## src/aps_pkg.sv

```systemverilog
// ----------------------------------------------------------------------------
// aps_pkg
// Types, codes and helpers shared by the alarm panel sequencer modules.
// ----------------------------------------------------------------------------
package aps_pkg;

  localparam int CountW = 6;
  localparam int PhaseW = 3;
  localparam int ModeW  = 3;
  localparam int HoldW  = 4;
  localparam int DelayW = 6;

  localparam logic [CountW-1:0] CountMax  = 6'd63;
  localparam logic [PhaseW-1:0] PhaseLast = 3'd5;

  // register indexes on the configuration port
  localparam logic [1:0] RegHoldoff = 2'd0;
  localparam logic [1:0] RegArming  = 2'd1;
  localparam logic [1:0] RegEntry   = 2'd2;

  // mode codes as they appear on the result channel
  localparam logic [ModeW-1:0] CodeDisarmed  = 3'd0;
  localparam logic [ModeW-1:0] CodeArming    = 3'd1;
  localparam logic [ModeW-1:0] CodeArmed     = 3'd2;
  localparam logic [ModeW-1:0] CodeTriggered = 3'd3;
  localparam logic [ModeW-1:0] CodeSounding  = 3'd4;

  typedef enum logic [4:0] {
    MODE_DISARMED  = 5'b00001,
    MODE_ARMING    = 5'b00010,
    MODE_ARMED     = 5'b00100,
    MODE_TRIGGERED = 5'b01000,
    MODE_SOUNDING  = 5'b10000
  } mode_t;

  typedef struct packed {
    mode_t             mode;
    logic              holdoff_done;
    logic [CountW-1:0] count;
    logic [PhaseW-1:0] phase;
    logic              status;
    logic              armed;
    logic              siren;
  } seq_state_t;

  typedef struct packed {
    logic [HoldW-1:0]  holdoff;
    logic [DelayW-1:0] arming;
    logic [DelayW-1:0] entry;
  } seq_cfg_t;

  function automatic logic [ModeW-1:0] mode_code(input mode_t m);
    logic [ModeW-1:0] c;
    case (m)
      MODE_DISARMED:  c = CodeDisarmed;
      MODE_ARMING:    c = CodeArming;
      MODE_ARMED:     c = CodeArmed;
      MODE_TRIGGERED: c = CodeTriggered;
      MODE_SOUNDING:  c = CodeSounding;
      default:        c = CodeDisarmed;
    endcase
    return c;
  endfunction

endpackage

```

## src/aps_next.sv

```systemverilog
// ----------------------------------------------------------------------------
// aps_next
// Next-state logic: seconds bookkeeping, mode transitions and lamp latches.
// ----------------------------------------------------------------------------
module aps_next import aps_pkg::*; (
  input  seq_state_t cur,
  input  seq_cfg_t   cfg,
  input  logic       button,
  input  logic       motion,
  input  logic       strobe,
  output seq_state_t nxt,
  output logic       notify
);

  logic [PhaseW-1:0] phase;
  logic [CountW-1:0] count;
  logic              even;
  logic              third;

  always_comb begin
    phase = cur.phase;
    count = cur.count;
    if (strobe) begin
      phase = (cur.phase >= PhaseLast) ? '0 : cur.phase + 1'b1;
      if (cur.count != CountMax) count = cur.count + 1'b1;
    end
    even  = ~phase[0];
    third = (phase == 3'd0) || (phase == 3'd3);
  end

  always_comb begin
    nxt       = cur;
    nxt.phase = phase;
    nxt.count = count;
    notify    = 1'b0;
    case (cur.mode)
      MODE_DISARMED: begin
        if (!cur.holdoff_done) begin
          if (count >= {2'b00, cfg.holdoff}) begin
            nxt.holdoff_done = 1'b1;
            nxt.status       = 1'b1;
            nxt.armed        = 1'b0;
          end
        end else if (button) begin
          nxt.mode  = MODE_ARMING;
          nxt.count = '0;
        end
      end
      MODE_ARMING: begin
        if (count >= cfg.arming) begin
          nxt.mode   = MODE_ARMED;
          nxt.status = 1'b0;
          nxt.armed  = 1'b1;
        end else begin
          nxt.status = even;
        end
      end
      MODE_ARMED: begin
        if (button) begin
          nxt.mode         = MODE_DISARMED;
          nxt.holdoff_done = 1'b0;
          nxt.count        = '0;
          nxt.siren        = 1'b0;
        end else if (motion) begin
          nxt.mode  = MODE_TRIGGERED;
          nxt.count = '0;
        end
      end
      MODE_TRIGGERED: begin
        if (button) begin
          nxt.mode         = MODE_DISARMED;
          nxt.holdoff_done = 1'b0;
          nxt.count        = '0;
          nxt.siren        = 1'b0;
        end else if (count >= cfg.entry) begin
          nxt.mode   = MODE_SOUNDING;
          nxt.count  = '0;
          notify     = 1'b1;
          nxt.status = third;
          nxt.armed  = third;
          nxt.siren  = third;
        end else begin
          nxt.status = even;
          nxt.armed  = even;
        end
      end
      MODE_SOUNDING: begin
        if (button) begin
          nxt.mode         = MODE_DISARMED;
          nxt.holdoff_done = 1'b0;
          nxt.count        = '0;
          nxt.siren        = 1'b0;
        end else begin
          nxt.status = third;
          nxt.armed  = third;
          nxt.siren  = third;
        end
      end
      default: begin
        nxt.mode         = MODE_DISARMED;
        nxt.holdoff_done = 1'b0;
        nxt.count        = '0;
        nxt.siren        = 1'b0;
      end
    endcase
  end

endmodule

```

## src/alarm_panel_sequencer.sv

```systemverilog
// ----------------------------------------------------------------------------
// alarm_panel_sequencer
// Intruder-alarm mode sequencer with a registered result channel.
// ----------------------------------------------------------------------------
// Every accepted input transaction produces exactly one result transaction,
// showing the lamps, notify pulse and mode after that tick. One transaction
// can be taken every clock; the result appears in the output register in
// the cycle after acceptance. The input side stalls only while that register
// holds a result the consumer has not yet taken. Configuration writes take
// effect on the next accepted transaction.
module alarm_panel_sequencer import aps_pkg::*; (
  input  logic       clk,
  input  logic       rst_n,
  input  logic       in_tvalid,
  output logic       in_tready,
  input  logic [7:0] in_tdata,   // [0] button_pressed, [1] motion_seen, [2] second_strobe
  output logic       out_tvalid,
  input  logic       out_tready,
  output logic [7:0] out_tdata,  // [0] status_led, [1] armed_led, [2] siren,
                                 // [3] notify, [6:4] mode
  input  logic       cfg_we,
  input  logic [1:0] cfg_index,
  input  logic [5:0] cfg_wdata
);

  seq_state_t state_r;
  seq_state_t state_nxt;
  seq_cfg_t   cfg_r;
  logic       notify;
  logic       out_valid_r;
  logic [7:0] out_data_r;
  logic       in_fire;

  assign in_tready = ~out_valid_r | out_tready;
  assign in_fire   = in_tvalid & in_tready;

  aps_next u_next (
    .cur    (state_r),
    .cfg    (cfg_r),
    .button (in_tdata[0]),
    .motion (in_tdata[1]),
    .strobe (in_tdata[2]),
    .nxt    (state_nxt),
    .notify (notify)
  );

  always_ff @(posedge clk) begin
    if (!rst_n) begin
      cfg_r.holdoff <= 4'd1;
      cfg_r.arming  <= 6'd10;
      cfg_r.entry   <= 6'd10;
    end else if (cfg_we) begin
      case (cfg_index)
        RegHoldoff: cfg_r.holdoff <= cfg_wdata[HoldW-1:0];
        RegArming:  cfg_r.arming  <= cfg_wdata;
        RegEntry:   cfg_r.entry   <= cfg_wdata;
        default:    ;
      endcase
    end
  end

  always_ff @(posedge clk) begin
    if (!rst_n) begin
      state_r.mode         <= MODE_DISARMED;
      state_r.holdoff_done <= 1'b0;
      state_r.count        <= '0;
      state_r.phase        <= '0;
      state_r.status       <= 1'b0;
      state_r.armed        <= 1'b0;
      state_r.siren        <= 1'b0;
      out_valid_r          <= 1'b0;
    end else begin
      if (in_fire) begin
        state_r     <= state_nxt;
        out_valid_r <= 1'b1;
      end else if (out_tready) begin
        out_valid_r <= 1'b0;
      end
    end
  end

  always_ff @(posedge clk) begin
    if (in_fire) begin
      out_data_r <= {1'b0, mode_code(state_nxt.mode), notify,
                     state_nxt.siren, state_nxt.armed, state_nxt.status};
    end
  end

  assign out_tvalid = out_valid_r;
  assign out_tdata  = out_data_r;

endmodule

```

## config.mk

```make
export PLATFORM = sky130hd
export DESIGN_NAME = alarm_panel_sequencer
export DESIGN_NICKNAME = d
export VERILOG_FILES = /design/src/aps_pkg.sv /design/src/aps_next.sv /design/src/alarm_panel_sequencer.sv
export SDC_FILE = /design/constraint.sdc
export NUM_CORES = 1
export LEC_CHECK = 0
export BUFFER_PORTS_ARGS = -buffer_cell sky130_fd_sc_hd__buf_2
export CORE_AREA = 4 4 92 94
export DETAILED_ROUTE_END_ITERATION = 10
export DIE_AREA = 0 0 96 98
export GPL_ROUTABILITY_DRIVEN = 0
export PLACE_DENSITY = 0.53
export SLEW_MARGIN = 20
export SYNTH_ARGS = -nofsm -noshare
export SYNTH_HDL_FRONTEND = slang
export SYNTH_SLANG_ARGS = --single-unit
```

## constraint.sdc

```tcl
create_clock -name clk -period 8.1 [get_ports clk]
set_input_delay 1.62 -clock clk [delete_from_list [all_inputs] [get_ports clk]]
set_output_delay 1.62 -clock clk [all_outputs]
set_load 0.01 [all_outputs]
```

## After elaboration in Yosys (flattened, before gate mapping)

Index checks and enable logic that the tools add are counted.

- Add/subtract/negate cells: 2
- Order comparisons: 4
- Eq/ne operators: 14
- Muxes and demuxes: 40
- Bitwise gates (word level): 6
- Reduce and logical (&&, ||, !) cells: 10

Operators with widths:

| kind | number |
|---|---|
| $mux W6 | 8 |
| $mux W5 | 7 |
| $pmux W7 S5 | 1 |
| $pmux W5 S5 | 1 |
| $ge A6 B6 Y1 | 2 |
| $mux W1 | 12 |
| $mux W12 | 1 |
| $pmux W3 S4 | 1 |
| $eq A5 B2 Y1 const B | 2 |
| $eq A5 B3 Y1 const B | 2 |
| $eq A5 B4 Y1 const B | 2 |
| $eq A5 B5 Y1 const B | 2 |
| $mux W2 | 5 |
| $pmux W2 S4 | 1 |
| $add A6 B1 Y6 const B | 1 |
| $ge A6 B4 Y1 | 1 |
| $mux W3 | 2 |
| $ne A6 B6 Y1 const B | 1 |
| $reduce_and A2 Y1 | 3 |
| $eq A5 B1 Y1 const B | 1 |
| $not A1 Y1 | 4 |
| $pmux W1 S4 | 1 |
| $reduce_or A2 Y1 | 2 |
| $add A3 B1 Y3 const B | 1 |
| other kinds (12) | 12 |

- Register bits after elaboration: 42
- Input bits: 21
- Output and inout bits: 10

## Logic depth before layout (Yosys ltp)

Gate-level depths: netlist of run 1.

- Depth in word-level cells: 9
- Depth in mapped cells: 14
- Gate-level depth less buffers: 14

## By module

From an unflattened synthesis of run 1, not the netlist that was laid out.

- Cells, all modules: 332
- Area total of the unflattened synthesis: 2,841.5 um^2

Modules (own cells, without submodules):

| module | instances | cells each | area an instance (um^2) | sequential area each (um^2) |
|---|---|---|---|---|
| alarm_panel_sequencer | 1 | 159 | 1,629.1 | 910.9 |
| aps_next | 1 | 173 | 1,212.4 | 0.0 |

## Worst setup path before layout of run 1

No wires, ideal clock.

- Kind: input -> register
- Start: in in_tdata[2]
- End: reg out_data_r[0], in the netlist out_tdata[0], data pin
- Library setup time: 271 ps
- Arrival: 4,071 ps
- Setup slack: 3,758 ps
- Cell stages on the path: 11
- Buffers on the path: 1
- Path through: clkbuf_1 o21ai_0 or2_2 and2_1 ha_1 nor2b_1 o21ai_0 a221oi_1 mux2i_1 a211oi_2 o21ai_0

RTL lines:

| element | line | RTL |
|---|---|---|
| start, declared | alarm_panel_sequencer.sv:16 | `input logic [7:0] in_tdata,` |
| end signal, assigned | alarm_panel_sequencer.sv:84 | `out_data_r <= {1'b0, mode_code(state_nxt.mode), notify,` |
| end, declared | alarm_panel_sequencer.sv:31 | `logic [7:0] out_data_r;` |

==> results of run 1 <==
## cell usage in the layout (no fill, tap or decap), types with 3 or more instances in the layout
cell type	n
a211oi_1	3
a21boi_0	4
a21o_1	3
a21oi_1	11
a31oi_1	4
and2_1	3
and3_1	7
buf_2	24
clkbuf_8	6
dfxtp_1	35
edfxtp_1	7
ha_1	19
inv_1	24
mux2i_1	13
nand2_1	37
nand2b_1	3
nand3_1	11
nand4b_1	3
nor2_1	22
nor2b_1	13
nor3_1	8
nor3b_1	3
o211a_1	3
o211ai_1	5
o21a_1	3
o21ai_0	22
o22ai_1	3
xor2_1	6
## worst max path at each step
stage | start | to | slack (ns) | cells after the start
2_1_floorplan | in_tdata[2] | out_tdata[0] | 3.76 | 11
3_3_place_gp | in_tdata[2] | out_tdata[0] | 3.34 | 11
3_5_place_dp | in_tdata[2] | out_tdata[0] | 3.36 | 11
4_1_cts | in_tdata[2] | out_tdata[0] | 3.67 | 11
5_1_grt | in_tdata[2] | out_tdata[0] | 3.42 | 11
6_report | in_tdata[2] | out_tdata[0] | 3.66 | 11
## sequential cells by signal (all words and copies together) (netlist names)
register and cells:
state_r 18, cfg_r 16, out_tdata 7, out_tvalid 1
## metrics by stage
stage	utilization [%]	hold slack, ns	setup slack [ns]	area, um^2
after floorplan	-	0.448	3.76	2620
after global placement	36.7	0.474	3.34	2800
after detailed placement	36.7	0.481	3.36	2800
after CTS	37.8	0.504	3.67	2890
after global routing	37.8	0.530	3.42	2890
final	37.8	0.495	3.66	2890
## cell type report
cell class / count / area share (%)
Timing Repair Buffer: 24 / 4.16
Tap cell: 102 / 4.42
Multi-Input combinational cell: 236 / 53.8
Inverter: 24 / 3.12
Clock buffer: 7 / 2.99
Sequential cell: 42 / 31.5
## worst register-to-register path, stage by stage (launching register included)
cell and delay [ns]:
dfxtp_1 0.39, ha_1 0.25, nand3_1 0.12, o21ai_0 0.41, inv_1 0.08, nand2_1 0.09
xor2_1 0.20, inv_1 0.12, ha_1 0.31, a21oi_1 0.14, o21ai_0 0.16, a221oi_1 0.66
mux2i_1 0.18, a211oi_2 0.37, o21ai_0 0.15
## cell usage after synthesis (all sizes together) (2+ instances only)
cell type | number | area, um^2
edfxtp | 7 | 210
or2 | 2 | 12.5
o211a | 3 | 30.0
xor2 | 6 | 52.6
nor3 | 8 | 40.0
and2 | 4 | 25.0
a211oi | 4 | 35.0
buf | 5 | 33.8
nand2 | 37 | 139
o22ai | 3 | 18.8
nand3b | 2 | 15.0
o21ai | 22 | 110
o41ai | 2 | 17.5
and3 | 8 | 51.3
clkbuf | 9 | 33.8
nor2b | 13 | 81.3
a31oi | 4 | 25.0
inv | 24 | 90.1
o21a | 3 | 22.5
ha | 19 | 238
o2111ai | 2 | 17.5
mux2i | 13 | 130
nor2 | 22 | 82.6
a21boi | 4 | 30.0
o31ai | 2 | 20.0
a21o | 3 | 22.5
nand4b | 3 | 26.3
dfxtp | 35 | 701
o211ai | 6 | 50.1
nand2b | 3 | 18.8
a21oi | 13 | 72.6
nor3b | 3 | 22.5
nand3 | 11 | 55.1
## per-layer routing
layer / vias to the layer above / GRT usage (%) / wire length, um
met5: - / 0 / 0
li1: 1157 / - / -
met4: 0 / 4.16 / 53
met1: 1017 / 18.2 / 2880
met2: 37 / 19.6 / 2490
met3: 4 / 1.85 / 196
## cells by family (layout without fill, tap and decap cells)
family	count (synthesis)	after routing	synth area share [%]
xor gates and xnor gates	6	6	2.00
AOI/OAI and AO/OA	76	76	19.8
buffers and inverters	38	55	6.01
muxes	14	14	5.39
DFF	42	42	34.7
other	1	1	0.143
adders and majority gates	19	19	9.06
and+or+nand+nor	120	120	22.9
## power groups by stage
stage | clock network, W | registers (W) | logic (W)
detailed placement | 0 | 0.000233 | 0.0000691
global placement | 0 | 0.000233 | 0.0000684
CTS | 0.000146 | 0.000228 | 0.0000694
global route | 0.000152 | 0.000229 | 0.0000791
finish | 0.000138 | 0.000228 | 0.0000688
floorplan | 0 | 0.000231 | 0.0000508
==> reports/metrics.csv, run 1 <==
stage,metric,value,unit
synth,ys_types,52,
synth,yosysWarnings,0,
worst_setup_path,critPathKind,primary input to flop,
detailed_routing,via_per_inst,5.09,
power,ir_worst_vdd,0.0679,mV
floorplan,rows,32,
detailed_routing,drc,0,
final_layout,syn2layout_area_growth,10.2,%
worst_setup_path,crit_family,compound AO/OA/AOI/OAI gates,
synth,avgSynthCellArea,8.30,um^2
clock_tree,numCtsBuffers,5,
detailed_routing,wire_per_inst,12.9,um
clock_tree,post_cts_buffers,0,
clock_tree,cts_hold_buf,0,
worst_setup_path,cp_max_fo,10,
power,clkPwrFrac,31.7,%
global_routing,groute.usage.overall,12.8,%
floorplan,start_util,34.3,%
detailed_routing,dr.pass1.iters,4,
timing,tns,0,ns
clock_tree,cts_resized,0,
placement,dpl.cell_count,428,
final_layout,final_cells,435,
min_path,min_from,cfg_r[12],
floorplan,die_w,96,um
timing,period_needed,4.44,ns
final_layout,final_nets,373,
timing,maxSlewViolCount,0,
final_layout,diodes,0,
clock_tree,cts_root_buffer,clkbuf_8,
placement,hpwl,4.15,mm
global_routing,grt.overflow.total,0,
floorplan,dieHeight,98,um
timing,fin_crit_sh,54.8,%
worst_setup_path,critPathLaunchType,primary input,
final_layout,drive_above_1_share,12.0,%
synth,synth-seq-cells,42,
worst_setup_path,rr_worst_depth,14,
worst_setup_path,worstPathCellList,"buf_2, o21ai_0, or2_2, and2_1, ha_1, nor2b_1, o21ai_0, a221oi_1, mux2i_1, a211oi_2, o21ai_0",
timing,fmax,0.225,GHz
floorplan,boundaryPins,31,
min_path,hp-class,flop to flop,
final_layout,seq_area,911,um^2
clock_tree,cts_tree,built,
worst_setup_path,worstPathRequired,8.13,ns
power,power.leakage,1.30,nW
worst_setup_path,crit_top_cell,o21ai_0,
detailed_routing,vias,2215,
global_routing,grt_pass1_wl,9.68,mm
synth,synth_edf_count,7,
timing,skew,0.00717,ns
worst_setup_path,rrSetupSlack,4.21,ns
detailed_routing,drt_iter0_drc,68,
power,power.share.sequential,52.5,%
clock_tree,path_clk_slew,0.08,ns
synth,ys_async_sr_fraction,0,%
final_layout,multi_input_area,1560,um^2
worst_setup_path,reg2reg_from,state_r[6],
power,power.density,151,nW/um^2
worst_setup_path,cp_slowest_stage_delay,0.66,ns
global_routing,grt_max_degree,32,
job,cap_violations,0,
min_path,holdPathEnd,cfg_r[12],
outcome,status,"finished, final reports clean",
global_routing,antenna_found_initial,0,
power,intPower,0.000317,W
placement,portBuffers,24,
timing,hold_viol,0,
power,p_comb_share,15.8,%
synth,synth_seq_area_share,34.7,%
global_routing,first_global_vias,2090,
final_layout,fillCellCount,802,
power,sw_frac_of_total,27.2,%
synth,synth.cell_area,2620,um^2
detailed_routing,ant_nets,0,
clock_tree,clock_path_buffers,2,
clock_tree,clock_latency,0.29,ns
synth,synthCells,316,
timing,final-setup-viol-count,0,
floorplan,dieArea,9410,um^2
timing,rsz0062_at_grt,false,
clock_tree,cts-htree-levels,2,
timing,max_slew_margin,38.2,%
clock_tree,cts.sinks,42,
floorplan,core_area,7650,um^2
worst_setup_path,cp_slowest_cell,a221oi_1,
synth,synth_nets,356,
timing,worst_pin_slew,0.925,ns
min_path,worstHoldPathCells,2,
worst_setup_path,worstSetupEndpointType,flop,
synth,synth_ff_type,dfxtp_1,
worst_setup_path,worstPathArrival,4.47,ns
worst_setup_path,path_buf_inv,1,
worst_setup_path,r2r-end,out_tdata[0],
power,power,0.000435,W
detailed_routing,wl,5.62,mm
power,power_switching,0.000118,W
No activity file was read; power rests on OpenSTA's default activity.
==> run 2, diff against run 1 <==
- PLACE_DENSITY: 0.53 -> 0.55
- clock period: 8.1 -> 4 ns (I/O delays scaled with it)
==> reports/metrics.csv, run 2 (synthesized netlist as in run 1, its figures left out) <==
stage,metric,value,unit
outcome,status,"finished, final reports clean",
min_path,holdPathEnd,cfg_r[12],
global_routing,first_global_vias,2131,
final_layout,layout_commonest_cell,nand2_1,
clock_tree,cts_resized,0,
clock_tree,cts_root_buffer,clkbuf_8,
timing,rsz0062_at_grt,false,
detailed_routing,wl,5.70,mm
clock_tree,cts_hold_buf,0,
clock_tree,clock_latency,0.30,ns
timing,period_needed,3.58,ns
final_layout,drive_above_1_share,12.8,%
power,intPower,0.000729,W
timing,tns,0,ns
global_routing,use_met3,1.93,%
global_routing,met1_usage,18.5,%
placement,hpwl,4.23,mm
power,power,0.000983,W
clock_tree,path_clk_slew,0.09,ns
detailed_routing,drt_iter0_drc,102,
detailed_routing,via_per_inst,5.09,
timing,fin_crit_sh,89.6,%
timing,maxSlewViolCount,0,
final_layout,layout_common_cells,"nand2_1 (37), dfxtp_1 (35), inv_1 (24), buf_2 (24)",
clock_tree,numCtsBuffers,5,
power,p_comb_share,14.2,%
worst_setup_path,rr_worst_depth,15,
timing,fin_hold_ws,0.504,ns
global_routing,grt_pass1_wl,10.0,mm
worst_setup_path,critPathLaunchType,flop,
worst_setup_path,rrSetupSlack,0.42,ns
detailed_routing,vias,2223,
detailed_routing,ant_nets,0,
final_layout,diodes,0,
min_path,min_from,cfg_r[12],
placement,portBuffers,24,
global_routing,grtUsageMet2,20.0,%
detailed_routing,wire_per_inst,13.0,um
global_routing,groute.usage.overall,13.1,%
worst_setup_path,worstPathArrival,3.62,ns
worst_setup_path,worstPathRequired,4.04,ns
power,ir_worst_vdd,0.148,mV
final_layout,largest_reg_flops,18,
power,power.density,334,nW/um^2
floorplan,start_util,34.3,%
timing,skew,0.0102,ns
power,power.leakage,1.33,nW
timing,hold_viol,0,
worst_setup_path,critPathKind,flop to flop,
global_routing,antenna_found_initial,0,
final_layout,syn2layout_area_growth,12.2,%
clock_tree,cts-htree-levels,2,
min_path,hp-class,flop to flop,
global_routing,grt.overflow.total,0,
timing,worst_pin_slew,0.873,ns
power,sw_frac_of_total,25.8,%
floorplan,boundaryPins,31,
floorplan,core_area,7650,um^2
job,cap_violations,0,
clock_tree,post_cts_buffers,0,
power,power_switching,0.000254,W
final_layout,fillCellCount,781,
power,clkPwrFrac,38.8,%
clock_tree,clock_path_buffers,2,
floorplan,die_w,96,um
final_layout,top_register,state_r,
detailed_routing,drc,0,
timing,max_slew_margin,41.6,%
worst_setup_path,reg2reg_from,state_r[6],
timing,final-setup-viol-count,0,
detailed_routing,dr.pass1.iters,4,
worst_setup_path,r2r-end,out_tdata[0],
floorplan,dieArea,9410,um^2
global_routing,grt_busiest_layer,met2,
timing,fmax,0.279,GHz
floorplan,rows,32,
worst_setup_path,cp_max_fo,5,
final_layout,final_nets,374,
final_layout,final_util,38.5,%
floorplan,dieHeight,98,um
clock_tree,cts_tree,built,
min_path,worstHoldPathCells,2,
power,power.share.sequential,47.0,%
global_routing,grt_max_degree,32,
worst_setup_path,worstSetupEndpointType,flop,
clock_tree,cts.sinks,42,
[run 2: metal layers]
| layer | wire (um) | vias up | part of all wire (%) |
|---|---|---|---|
| met5 | 0 | - | 0 |
| met4 | 110 | 0 | 1.9 |
| met3 | 153 | 8 | 2.7 |
| met2 | 2470 | 40 | 43 |
| met1 | 2970 | 1022 | 52 |
| li1 | - | 1153 | - |
[run 2: critical path, cell delays in order (launching register included)]
cell	delay, ns
dfxtp_1	0.39
ha_1	0.25
nand3_1	0.12
o21ai_0	0.41
inv_1	0.08
nand2_1	0.09
xor2_1	0.19
inv_1	0.12
ha_1	0.30
a21oi_1	0.13
o21ai_0	0.16
a221oi_1	0.28
buf_4	0.19
mux2i_1	0.08
a211oi_2	0.36
o21ai_0	0.15
[run 2: layout make-up]
class | count | area, um^2 | share of cell area [%]
multi-input combinational | 236 | 1560 | 52.8
sequential | 42 | 911 | 30.9
timing repair buffer | 25 | 128 | 4.33
tap | 102 | 128 | 4.33
clock buffer | 6 | 93.8 | 3.19
inverter | 24 | 90.1 | 3.06
clock inverter | 2 | 38.8 | 1.32
[run 2: how the worst max path moves through the flow]
stage                            from           end  slack [ns]  depth (start not counted)
after floorplan           in_tdata[2]  out_tdata[0]        0.48                         11
after global placement    in_tdata[2]  out_tdata[0]        0.30                         12
after detailed placement  in_tdata[2]  out_tdata[0]        0.30                         12
after CTS                  state_r[6]  out_tdata[0]        0.40                         15
after global routing       state_r[6]  out_tdata[0]        0.02                         15
final                      state_r[6]  out_tdata[0]        0.42                         15
[run 2: power groups by stage]
stage | clock, W | sequential, W | combinational, W
6_report | 0.000381 | 0.000462 | 0.000139
5_1_grt | 0.000410 | 0.000465 | 0.000160
3_5_place_dp | 0 | 0.000472 | 0.000140
2_1_floorplan | 0 | 0.000469 | 0.000103
3_3_place_gp | 0 | 0.000472 | 0.000138
4_1_cts | 0.000397 | 0.000462 | 0.000141
[run 2: metrics by stage]
| stage | std cells | worst slack, ns | area (um^2) |
|---|---|---|---|
| 2_1_floorplan | 316 | 0.478 | 2620 |
| 3_3_place_gp | 429 | 0.302 | 2810 |
| 3_5_place_dp | 429 | 0.301 | 2810 |
| 4_1_cts | 437 | 0.399 | 2940 |
| 5_1_grt | 437 | 0.0218 | 2940 |
| 6_report | 437 | 0.417 | 2940 |
==> run 3, diff against run 2 <==
- BUFFER_PORTS_ARGS: -buffer_cell sky130_fd_sc_hd__buf_2 -> -buffer_cell sky130_fd_sc_hd__buf_4
- CTS_BUF_LIST: not set -> sky130_fd_sc_hd__clkbuf_4 sky130_fd_sc_hd__clkbuf_8
- REMOVE_ABC_BUFFERS: not set -> 1
==> reports/metrics.csv, run 3 (synthesized netlist as in run 1, its figures left out) <==
stage,metric,value,unit
timing,worst_pin_slew,0.887,ns
detailed_routing,via_per_inst,5.11,
floorplan,dieArea,9410,um^2
timing,rsz0062_at_grt,false,
global_routing,use_met3,2.23,%
detailed_routing,wl,5.90,mm
floorplan,dieHeight,98,um
detailed_routing,drc,0,
final_layout,syn2layout_area_growth,13.1,%
floorplan,boundaryPins,31,
global_routing,grt.overflow.total,0,
clock_tree,path_clk_slew,0.08,ns
job,cap_violations,0,
worst_setup_path,worstPathArrival,3.53,ns
worst_setup_path,cp_max_fo,5,
detailed_routing,drt_iter0_drc,148,
floorplan,start_util,34.3,%
final_layout,layout_commonest_cell,nand2_1,
floorplan,rows,32,
clock_tree,cts_resized,0,
detailed_routing,wire_per_inst,13.5,um
power,power.leakage,1.33,nW
timing,period_needed,3.51,ns
global_routing,grt_busiest_layer,met2,
timing,final-setup-viol-count,0,
clock_tree,clock_latency,0.29,ns
clock_tree,cts_root_buffer,clkbuf_8,
timing,hold_viol,0,
final_layout,top_register,state_r,
final_layout,largest_reg_flops,18,
floorplan,core_area,7650,um^2
final_layout,final_nets,374,
outcome,status,"finished, final reports clean",
clock_tree,cts_hold_buf,0,
timing,fmax,0.285,GHz
global_routing,antenna_found_initial,0,
placement,portBuffers,24,
worst_setup_path,critPathLaunchType,flop,
clock_tree,cts-htree-levels,2,
placement,hpwl,4.32,mm
power,power.density,306,nW/um^2
final_layout,diodes,0,
detailed_routing,vias,2232,
global_routing,groute.usage.overall,12.8,%
clock_tree,cts.sinks,42,
global_routing,grt_pass1_wl,9.71,mm
min_path,hp-class,flop to flop,
clock_tree,clock_path_buffers,2,
final_layout,layout_common_cells,"nand2_1 (37), dfxtp_1 (35), buf_4 (25)",
worst_setup_path,worstSetupEndpointType,flop,
timing,maxSlewViolCount,0,
timing,skew,0.00666,ns
detailed_routing,ant_nets,0,
timing,max_slew_margin,40.8,%
timing,fin_hold_ws,0.504,ns
global_routing,first_global_vias,2037,
floorplan,die_w,96,um
timing,tns,0,ns
detailed_routing,dr.pass1.iters,4,
clock_tree,cts_tree,built,
power,ir_worst_vdd,0.123,mV
worst_setup_path,critPathKind,flop to flop,
global_routing,met1_usage,18.2,%
final_layout,drive_above_1_share,12.8,%
global_routing,grt_max_degree,32,
timing,fin_crit_sh,87.6,%
clock_tree,numCtsBuffers,5,
global_routing,grtUsageMet2,19.9,%
clock_tree,post_cts_buffers,0,
worst_setup_path,worstPathRequired,4.03,ns
-- run 3: routing by layer --
layer	vias up	routed length, um
met4	0	70
met1	1042	3010
met5	-	0
met3	6	188
met2	36	2630
li1	1148	-
-- run 3: area by class of cell --
class	instances	area [um^2]
Timing Repair Buffer	25	188
Clock inverter	1	5.00
Inverter	24	90.1
Fill cell	790	4680
Sequential cell	42	911
Tap cell	102	128
Clock buffer	7	90.1
Multi-Input combinational cell	236	1560
-- run 3: worst max-delay path, stage by stage, from the launching register on --
cell,delay (ns)
dfxtp_1,0.40
ha_1,0.26
nand3_1,0.12
o21ai_1,0.28
inv_1,0.07
nand2_1,0.08
xor2_1,0.21
inv_1,0.12
ha_1,0.30
a21oi_1,0.14
o21ai_0,0.16
a221oi_1,0.29
buf_4,0.19
mux2i_1,0.08
a211oi_2,0.39
o21ai_0,0.15
-- run 3: report_power, final --
group | internal, W | leakage, nW | total [W] | switching (W)
registers | 0.000448 | 0.355 | 0.000463 | 0.0000150
logic | 0.0000639 | 0.926 | 0.000148 | 0.0000842
clock network | 0.000146 | 0.0517 | 0.000296 | 0.000149
-- run 3: stage by stage --
stage	worst slack [ns]	total power (W)	area, um^2	utilization [%]	instances
2_1_floorplan	0.784	0.000563	2560	-	302
3_3_place_gp	0.402	0.000617	2870	37.5	429
3_5_place_dp	0.395	0.000620	2870	37.5	429
4_1_cts	0.405	0.000916	2970	38.8	437
5_1_grt	0.137	0.000960	2970	38.8	437
6_report	0.495	0.000907	2970	38.8	437
-- run 3: final timing paths --
| path | start | endpoint | slack (ns) | depth (start not counted) |
|---|---|---|---|---|
| hold / removal | state_r[7] | state_r[7] | 0.50 | 2 |
| setup / recovery | state_r[6] | out_tdata[0] | 0.49 | 15 |
| setup reg to reg | state_r[6] | out_tdata[0] | 0.49 | 15 |
| hold reg to reg | state_r[7] | state_r[7] | 0.50 | 2 |
